## config.mk

```make
export PLATFORM = sky130hd
export DESIGN_NAME = weighted_jaccard_similarity
export DESIGN_NICKNAME = d
export VERILOG_FILES = /design/src/wjs_pkg.sv /design/src/wjs_front.sv /design/src/wjs_queue.sv /design/src/wjs_back.sv /design/src/weighted_jaccard_similarity.sv
export SDC_FILE = /design/constraint.sdc
export NUM_CORES = 1
export LEC_CHECK = 0
export ABC_AREA = 1
export BUFFER_PORTS_ARGS = -buffer_cell sky130_fd_sc_hd__buf_2
export CORE_MARGIN = 3
export CORE_UTILIZATION = 50
export CTS_BUF_LIST = sky130_fd_sc_hd__clkbuf_8 sky130_fd_sc_hd__clkbuf_16
export CTS_CLUSTER_SIZE = 30
export DETAILED_ROUTE_END_ITERATION = 10
export PLACE_DENSITY = 0.69
export SETUP_SLACK_MARGIN = 0.5
export SLEW_MARGIN = 25
export SYNTH_ARGS = -nofsm -noshare
export SYNTH_HDL_FRONTEND = slang
export SYNTH_SLANG_ARGS = --single-unit
export TNS_END_PERCENT = 30
```

## constraint.sdc

```tcl
create_clock -name i_clk -period 7.83 [get_ports i_clk]
set_clock_uncertainty 0.1 [all_clocks]
set_input_delay 2.349 -clock i_clk [delete_from_list [all_inputs] [get_ports i_clk]]
set_output_delay 2.349 -clock i_clk [all_outputs]
set_load 0.02 [all_outputs]
```

## src/wjs_pkg.sv

```systemverilog
package wjs_pkg;

    // Field widths
    localparam int VALUE_W = 16;
    localparam int UNION_W = 13;
    localparam int MATCH_W = 14;
    localparam int SIM_W   = 17;

    // Count bounds: union saturates at MAX_LENGTH, matches at twice that
    localparam int MAX_LENGTH = 4096;
    localparam int UNION_CAP  = MAX_LENGTH;
    localparam int MATCH_CAP  = 2 * MAX_LENGTH;

    // 1.0 in unsigned Q1.16
    localparam int SIM_ONE = 65536;

    // Divider: one quotient bit per step
    localparam int QUOT_W = SIM_W;
    localparam int STEP_W = $clog2(QUOT_W);

    // Depth of the count queue between front and back
    localparam int QUEUE_DEPTH = 2;

    typedef struct packed {
        logic signed [VALUE_W-1:0] value_a;
        logic signed [VALUE_W-1:0] value_b;
        logic                      last_element;
    } t_in_beat;

    typedef struct packed {
        logic [SIM_W-1:0]   similarity;
        logic [UNION_W-1:0] union_count;
        logic [MATCH_W-1:0] match_halves;
    } t_out_beat;

    // Finished counts of one vector pair
    typedef struct packed {
        logic [UNION_W-1:0] union_count;
        logic [MATCH_W-1:0] match_halves;
    } t_counts;

    // Queue handshake toward the back end
    typedef struct packed {
        logic    valid;
        t_counts counts;
    } t_queue_head;

    typedef enum logic [1:0] {
        S_IDLE,
        S_DIV,
        S_WAIT
    } t_div_state;

endpackage

```

## src/wjs_front.sv

```systemverilog
module wjs_front (
    input  logic                i_clk,
    input  logic                i_rst_n,
    input  logic                i_accept,
    input  wjs_pkg::t_in_beat   i_beat,
    output logic                o_push,
    output wjs_pkg::t_counts    o_counts
);

    logic [wjs_pkg::UNION_W-1:0] r_union;
    logic [wjs_pkg::MATCH_W-1:0] r_match;
    logic [wjs_pkg::UNION_W-1:0] n_union;
    logic [wjs_pkg::MATCH_W-1:0] n_match;
    logic                        pos_a;
    logic                        pos_b;
    logic [1:0]                  match_inc;
    logic [wjs_pkg::MATCH_W:0]   match_sum;

    // Classify the pair: nonpositive ratings count as absent
    assign pos_a = (i_beat.value_a > 0);
    assign pos_b = (i_beat.value_b > 0);
    assign match_inc = (i_beat.value_a == i_beat.value_b) ? 2'd2 : 2'd1;
    assign match_sum = {1'b0, r_match} + (wjs_pkg::MATCH_W + 1)'(match_inc);

    // Saturating counts including the current pair
    always_comb begin
        n_union = r_union;
        n_match = r_match;
        if ((pos_a || pos_b) && (r_union < wjs_pkg::UNION_W'(wjs_pkg::UNION_CAP))) begin
            n_union = r_union + wjs_pkg::UNION_W'(1);
        end
        if (pos_a && pos_b) begin
            if (match_sum > (wjs_pkg::MATCH_W + 1)'(wjs_pkg::MATCH_CAP)) begin
                n_match = wjs_pkg::MATCH_W'(wjs_pkg::MATCH_CAP);
            end else begin
                n_match = match_sum[wjs_pkg::MATCH_W-1:0];
            end
        end
    end

    // Hand off counts on the last beat
    assign o_push                = i_accept && i_beat.last_element;
    assign o_counts.union_count  = n_union;
    assign o_counts.match_halves = n_match;

    // Advance or clear the counters
    always_ff @(posedge i_clk) begin
        if (!i_rst_n) begin
            r_union <= '0;
            r_match <= '0;
        end else if (i_accept) begin
            if (i_beat.last_element) begin
                r_union <= '0;
                r_match <= '0;
            end else begin
                r_union <= n_union;
                r_match <= n_match;
            end
        end
    end

endmodule

```

## src/wjs_queue.sv

```systemverilog
module wjs_queue (
    input  logic                  i_clk,
    input  logic                  i_rst_n,
    input  logic                  i_push,
    input  wjs_pkg::t_counts      i_counts,
    output logic                  o_full,
    input  logic                  i_take,
    output wjs_pkg::t_queue_head  o_head
);

    localparam int PTR_W = $clog2(wjs_pkg::QUEUE_DEPTH);
    localparam int CNT_W = $clog2(wjs_pkg::QUEUE_DEPTH + 1);

    wjs_pkg::t_counts  r_mem [wjs_pkg::QUEUE_DEPTH];
    logic [PTR_W-1:0]  r_wr_ptr;
    logic [PTR_W-1:0]  r_rd_ptr;
    logic [CNT_W-1:0]  r_count;
    logic              do_push;
    logic              do_take;

    assign o_full  = (r_count == CNT_W'(wjs_pkg::QUEUE_DEPTH));
    assign do_push = i_push && !o_full;
    assign do_take = i_take && (r_count != '0);

    assign o_head.valid  = (r_count != '0);
    assign o_head.counts = r_mem[r_rd_ptr];

    // Store incoming counts
    always_ff @(posedge i_clk) begin
        if (do_push) begin
            r_mem[r_wr_ptr] <= i_counts;
        end
    end

    // Advance pointers and fill level
    always_ff @(posedge i_clk) begin
        if (!i_rst_n) begin
            r_wr_ptr <= '0;
            r_rd_ptr <= '0;
            r_count  <= '0;
        end else begin
            if (do_push) begin
                r_wr_ptr <= (r_wr_ptr == PTR_W'(wjs_pkg::QUEUE_DEPTH - 1)) ?
                            '0 : r_wr_ptr + PTR_W'(1);
            end
            if (do_take) begin
                r_rd_ptr <= (r_rd_ptr == PTR_W'(wjs_pkg::QUEUE_DEPTH - 1)) ?
                            '0 : r_rd_ptr + PTR_W'(1);
            end
            if (do_push && !do_take) begin
                r_count <= r_count + CNT_W'(1);
            end else if (do_take && !do_push) begin
                r_count <= r_count - CNT_W'(1);
            end
        end
    end

endmodule

```

## src/wjs_back.sv

```systemverilog
module wjs_back (
    input  logic                  i_clk,
    input  logic                  i_rst_n,
    input  wjs_pkg::t_queue_head  i_head,
    output logic                  o_take,
    output wjs_pkg::t_out_beat    o_result,
    output logic                  o_empty,
    input  logic                  i_pop
);

    wjs_pkg::t_div_state           r_state;
    wjs_pkg::t_div_state           n_state;
    logic [wjs_pkg::UNION_W-1:0]   r_div;
    logic [wjs_pkg::UNION_W-1:0]   n_div;
    logic [wjs_pkg::UNION_W-1:0]   r_rem;
    logic [wjs_pkg::UNION_W-1:0]   n_rem;
    logic [wjs_pkg::QUOT_W-1:0]    r_num;
    logic [wjs_pkg::QUOT_W-1:0]    n_num;
    logic [wjs_pkg::QUOT_W-1:0]    r_quot;
    logic [wjs_pkg::QUOT_W-1:0]    n_quot;
    logic [wjs_pkg::STEP_W-1:0]    r_step;
    logic [wjs_pkg::STEP_W-1:0]    n_step;
    logic [wjs_pkg::MATCH_W-1:0]   r_match;
    logic [wjs_pkg::MATCH_W-1:0]   n_match;
    wjs_pkg::t_out_beat            r_out;
    wjs_pkg::t_out_beat            n_out;
    logic                          r_out_valid;
    logic                          n_out_valid;
    logic [wjs_pkg::UNION_W:0]     trial;
    logic                          fits;
    logic                          out_free;
    logic [wjs_pkg::QUOT_W-1:0]    sim;

    assign out_free = !r_out_valid || i_pop;
    assign o_empty  = !r_out_valid;
    assign o_result = r_out;

    // One restoring step: shift in the next dividend bit, subtract if it fits
    assign trial = {r_rem, r_num[wjs_pkg::QUOT_W-1]};
    assign fits  = (trial >= {1'b0, r_div});

    // Ratio is bounded by 1.0; clamp anyway
    assign sim = (r_quot > wjs_pkg::QUOT_W'(wjs_pkg::SIM_ONE)) ?
                 wjs_pkg::QUOT_W'(wjs_pkg::SIM_ONE) : r_quot;

    // Hold the state
    always_ff @(posedge i_clk) begin
        if (!i_rst_n) begin
            r_state     <= wjs_pkg::S_IDLE;
            r_out_valid <= 1'b0;
        end else begin
            r_state     <= n_state;
            r_out_valid <= n_out_valid;
        end
    end

    // Hold the datapath
    always_ff @(posedge i_clk) begin
        r_div   <= n_div;
        r_rem   <= n_rem;
        r_num   <= n_num;
        r_quot  <= n_quot;
        r_step  <= n_step;
        r_match <= n_match;
        r_out   <= n_out;
    end

    // Sequence: take counts, divide bit by bit (skipped when a count is zero), deliver the beat
    always_comb begin
        n_state     = r_state;
        n_div       = r_div;
        n_rem       = r_rem;
        n_num       = r_num;
        n_quot      = r_quot;
        n_step      = r_step;
        n_match     = r_match;
        n_out       = r_out;
        n_out_valid = r_out_valid && !i_pop;
        o_take      = 1'b0;
        unique case (r_state)
            wjs_pkg::S_IDLE: begin
                if (i_head.valid) begin
                    o_take  = 1'b1;
                    n_div   = i_head.counts.union_count;
                    n_match = i_head.counts.match_halves;
                    // Dividend is match * 2^15; top bits seed the remainder
                    n_rem   = wjs_pkg::UNION_W'(i_head.counts.match_halves >> 2);
                    n_num   = {i_head.counts.match_halves[1:0],
                               (wjs_pkg::QUOT_W - 2)'(0)};
                    n_quot  = '0;
                    n_step  = wjs_pkg::STEP_W'(wjs_pkg::QUOT_W - 1);
                    if ((i_head.counts.union_count == '0) ||
                        (i_head.counts.match_halves == '0)) begin
                        n_state = wjs_pkg::S_WAIT;
                    end else begin
                        n_state = wjs_pkg::S_DIV;
                    end
                end
            end
            wjs_pkg::S_DIV: begin
                n_num  = {r_num[wjs_pkg::QUOT_W-2:0], 1'b0};
                n_quot = {r_quot[wjs_pkg::QUOT_W-2:0], fits};
                n_rem  = fits ? wjs_pkg::UNION_W'(trial - {1'b0, r_div}) :
                                trial[wjs_pkg::UNION_W-1:0];
                n_step = r_step - wjs_pkg::STEP_W'(1);
                if (r_step == '0) begin
                    n_state = wjs_pkg::S_WAIT;
                end
            end
            wjs_pkg::S_WAIT: begin
                if (out_free) begin
                    n_out.similarity   = sim;
                    n_out.union_count  = r_div;
                    n_out.match_halves = r_match;
                    n_out_valid        = 1'b1;
                    n_state            = wjs_pkg::S_IDLE;
                end
            end
            default: begin
                n_state = wjs_pkg::S_IDLE;
            end
        endcase
    end

endmodule

```

## src/weighted_jaccard_similarity.sv

```systemverilog
// Element beats: one per cycle while the count queue has room, counted in the front end.
// Result: queue hand-off, 17 divider steps and output load; the steps are skipped when
// either count is zero. The divider takes new counts only after loading the last result.
// A two-entry count queue lets new vectors stream while a ratio is divided.
// Synchronous active-low reset clears counters, queue pointers and fill level, divider state and result valid.
module weighted_jaccard_similarity (
    input  logic                i_clk,
    input  logic                i_rst_n,
    input  logic                push,
    output logic                full,
    input  wjs_pkg::t_in_beat   i_beat,
    output logic                empty,
    input  logic                pop,
    output wjs_pkg::t_out_beat  o_result
);

    logic                  accept;
    logic                  cnt_push;
    logic                  take;
    wjs_pkg::t_counts      cnt_counts;
    wjs_pkg::t_queue_head  head;

    assign accept = push && !full;

    // Count element beats
    wjs_front u_front (
        .i_clk    (i_clk),
        .i_rst_n  (i_rst_n),
        .i_accept (accept),
        .i_beat   (i_beat),
        .o_push   (cnt_push),
        .o_counts (cnt_counts)
    );

    // Buffer finished counts
    wjs_queue u_queue (
        .i_clk    (i_clk),
        .i_rst_n  (i_rst_n),
        .i_push   (cnt_push),
        .i_counts (cnt_counts),
        .o_full   (full),
        .i_take   (take),
        .o_head   (head)
    );

    // Divide and deliver
    wjs_back u_back (
        .i_clk    (i_clk),
        .i_rst_n  (i_rst_n),
        .i_head   (head),
        .o_take   (take),
        .o_result (o_result),
        .o_empty  (empty),
        .i_pop    (pop)
    );

endmodule

```

==> results.toml <==
[floorplan]
die-height_um = 143
io_pins = 83
core_um2 = 18300
dieArea_um2 = 20500
row_count = 49
start_util_pct = 51.6
die-width_um = 143

[worst_setup_path]
crit_type = "in2reg"
regToRegStartpoint = "u_back.r_div[0]"
crit_fanout = 11
cp-start-kind = "primary input"
rr_endpoint = "u_back.r_rem[11]"
r2r_cells = 9
worstPathRequired_ns = 8.09
critPathCaptureType = "register"
ff2ff_setup_slack_ns = 4.95
critPathArrivalTime_ns = 5.48

[cts]
clk-insertion-delay-late_ns = 0.44
numCtsBuffers = 17
cts_sinks = 197
cts_resized = 0
cts_hold_buf = 0
cts_root_buffer = "clkbuf_16"
post_cts_buffers = 0
cts_tree = "built"
cts_max_level = 4
clkTransAtPathRegs_ns = 0.08
cts_buffer_depth = 2

[pwr]
power.leakage_nw = 4.46
p_int_mw = 2.37
switching_share_pct = 37.7
clockPowerShare_pct = 22.8
p_seq_share_pct = 42.9
ir_worst_vdd_mv = 0.181
p_comb_share_pct = 34.3
totalPowerFinal_mw = 3.81
power-per-cell-area_nw_per_um2 = 357
p_sw_mw = 1.44

[synth]
synthCells = 993
synth_area_leaders = "edfxtp_1 (52%), nand2_1 (9.3%), dfxtp_1 (7.4%), inv_1 (5.4%), nor2_1 (4.0%)"
ys_types = 43
ys_seq_elements = 197
yosys.area.top_type = "edfxtp_1"
synth.net_count = 1051
yosys_warnings = 0
synth_area_um2 = 9430
syn_area_per_cell_um2 = 9.50
synth_common_cells = "nand2_1 (234), edfxtp_1 (162), inv_1 (135)"
synth_edf_count = 162
yosysSeqAreaShare_pct = 59.0
synth_top_area_share_pct = 51.6
async_reset_ff_share_pct = 0
synth_top_flop_cell = "edfxtp_1"
synth.most_common_cell = "nand2_1"

[worst_hold_path]
hold_depth = 0
min_to = "u_back.o_result[8]"
hp-start = "u_back.r_match[8]"
hold_class = "reg2reg"

[detailed_routing]
drc = 0
num_vias = 6787
routedWlPerCell_um = 14.2
routed_wl_um = 18800
vias_per_cell = 5.14
dr.pass1.iters = 5
antenna_left = 0
drt-initial-drc-count = 555

[timing]
finalMaxSlewViolations = 0
rsz0062_at_grt = "no"
fin_crit_ns = 5.22
max_freq_mhz = 192
finalSetupTns_ns = 0
final-hold-violation-count = 0
tightest_slew_ns = 0.947
setup_viol = 0
fin_crit_sh_pct = 66.7
relSlewSlack_pct = 36.9

[finish]
final_layout_size_suffix_gt1_share_pct = 15.9
layout.nets = 1136
synthToLayoutAreaGrowth_pct = 13.1
num_antenna_cells = 0
fillers = 1573

[grt]
grt_antenna_before_repair = 0
grt_pass1_vias = 6417
grt_max_degree = 45
grt-ovfl-total = 0
grt_pass1_wl_um = 31000
grtUsageTotal_pct = 19.2

[placement]
gp_congestion = 0.877
hpwl_um = 13000
port_buffers = 82

[run]
maxCapViolations = 0

[outcome]
outcome = "completed"
## placed cells by master, fill, tap and decap left out, types with 3 or more instances in the layout
cell       netlist  routed
edfxtp_1       162     162
inv_1          135     135
xnor2_1         10      10
nor3_1          15      15
nand2_2         12      12
nor4_1           6       6
a21oi_1         56      55
nand2_1        234     234
nor2_1         100      97
a21o_1           4       4
o21ai_1          8       8
ha_1            19      19
o21ai_0         43      42
xor2_1          22      22
inv_8            0       3
nand4_1         12      12
inv_6            0       4
clkinv_8         0       5
dfxtp_1         35      35
clkbuf_16        0      17
buf_4            0      10
nand3_1         41      41
nor2_2           4       6
or2_2           23      23
buf_2            5      82
## power groups by stage
| stage | combinational (mW) | sequential (mW) | clock (mW) |
|---|---|---|---|
| floorplan | 0.939 | 1.67 | 0 |
| global placement | 1.29 | 1.65 | 0 |
| detailed placement | 1.30 | 1.66 | 0 |
| CTS | 1.32 | 1.63 | 0.887 |
| global route | 1.48 | 1.66 | 0.928 |
| finish | 1.30 | 1.63 | 0.869 |
## layout make-up
| cell class | count | area (um2) | area share [%] |
|---|---|---|---|
| clock inverters | 15 | 179 | 1.68 |
| multi-input cells | 633 | 3210 | 30.1 |
| well taps | 229 | 287 | 2.69 |
| repair buffers | 92 | 485 | 4.55 |
| inverters | 137 | 514 | 4.82 |
| flip-flops and latches | 197 | 5570 | 52.2 |
| clock buffers | 17 | 425 | 3.99 |
## through the flow
stage / setup slack [ns] / std cells / area [um2] / hold slack (ns) / util (%)
2_1_floorplan: 2.93 / 993 / 9430 / 0.300 / -
3_3_place_gp: 2.30 / 1288 / 10100 / 0.301 / 55.1
3_5_place_dp: 2.13 / 1288 / 10100 / 0.305 / 55.1
4_1_cts: 2.60 / 1320 / 10700 / 0.323 / 58.4
5_1_grt: 2.22 / 1320 / 10700 / 0.327 / 58.4
6_report: 2.61 / 1320 / 10700 / 0.322 / 58.4
## worst max-delay path, cell delays in order
cell and delay (ns):
buf_2 0.11, xnor2_1 0.15, nand2_1 0.08, nor3b_1 0.19, nand3_1 0.09, nor4_1 0.29
inv_1 0.14, ha_1 0.23, inv_1 0.07, fa_1 0.25, nor2_4 0.08, nand3_1 0.10
nor2_1 0.04, a21oi_1 0.74, nand3_1 0.24, nand2_2 0.13, nand2_1 0.05, a21oi_1 0.14
## worst max-delay path by stage
stage,startpoint,end,slack [ns],depth (start not counted)
6_report,i_beat[18],u_front.r_match[10],2.61,18
2_1_floorplan,i_beat[31],u_front.r_match[2],2.93,20
4_1_cts,i_beat[18],u_front.r_match[10],2.60,18
3_5_place_dp,i_beat[18],u_front.r_match[10],2.13,18
5_1_grt,i_beat[17],u_front.r_match[10],2.22,21
3_3_place_gp,i_beat[18],u_front.r_match[7],2.30,18
## metal layers
layer,track usage [%],part of all wire [%],routed length (um)
met1,25.7,47,8830
met2,31.7,47,8820
met3,3.43,4.5,839
met4,6.64,1.7,312
met5,0,0,0
## cells by family after synthesis
kind of cell    Yosys count  share of synthesized area, %
simple gates            457                          20.9
xor+xnor                 32                          2.97
fa+ha+maj                21                          2.94
mux                       2                         0.212
compound gates          121                          6.83
buf+inv                 163                          7.15
flops                   197                          59.0
## state kept, by name, indices dropped and copies added (netlist names), 13 cells and up, named ones only
register         count
u_back.o_result     44
u_back.r_div        13
u_back.r_match      14
u_back.r_quot       17
u_back.r_rem        13
u_front.r_match     14
u_front.r_union     13
u_queue.r_mem       54
Power figures use the tool's default switching activity.
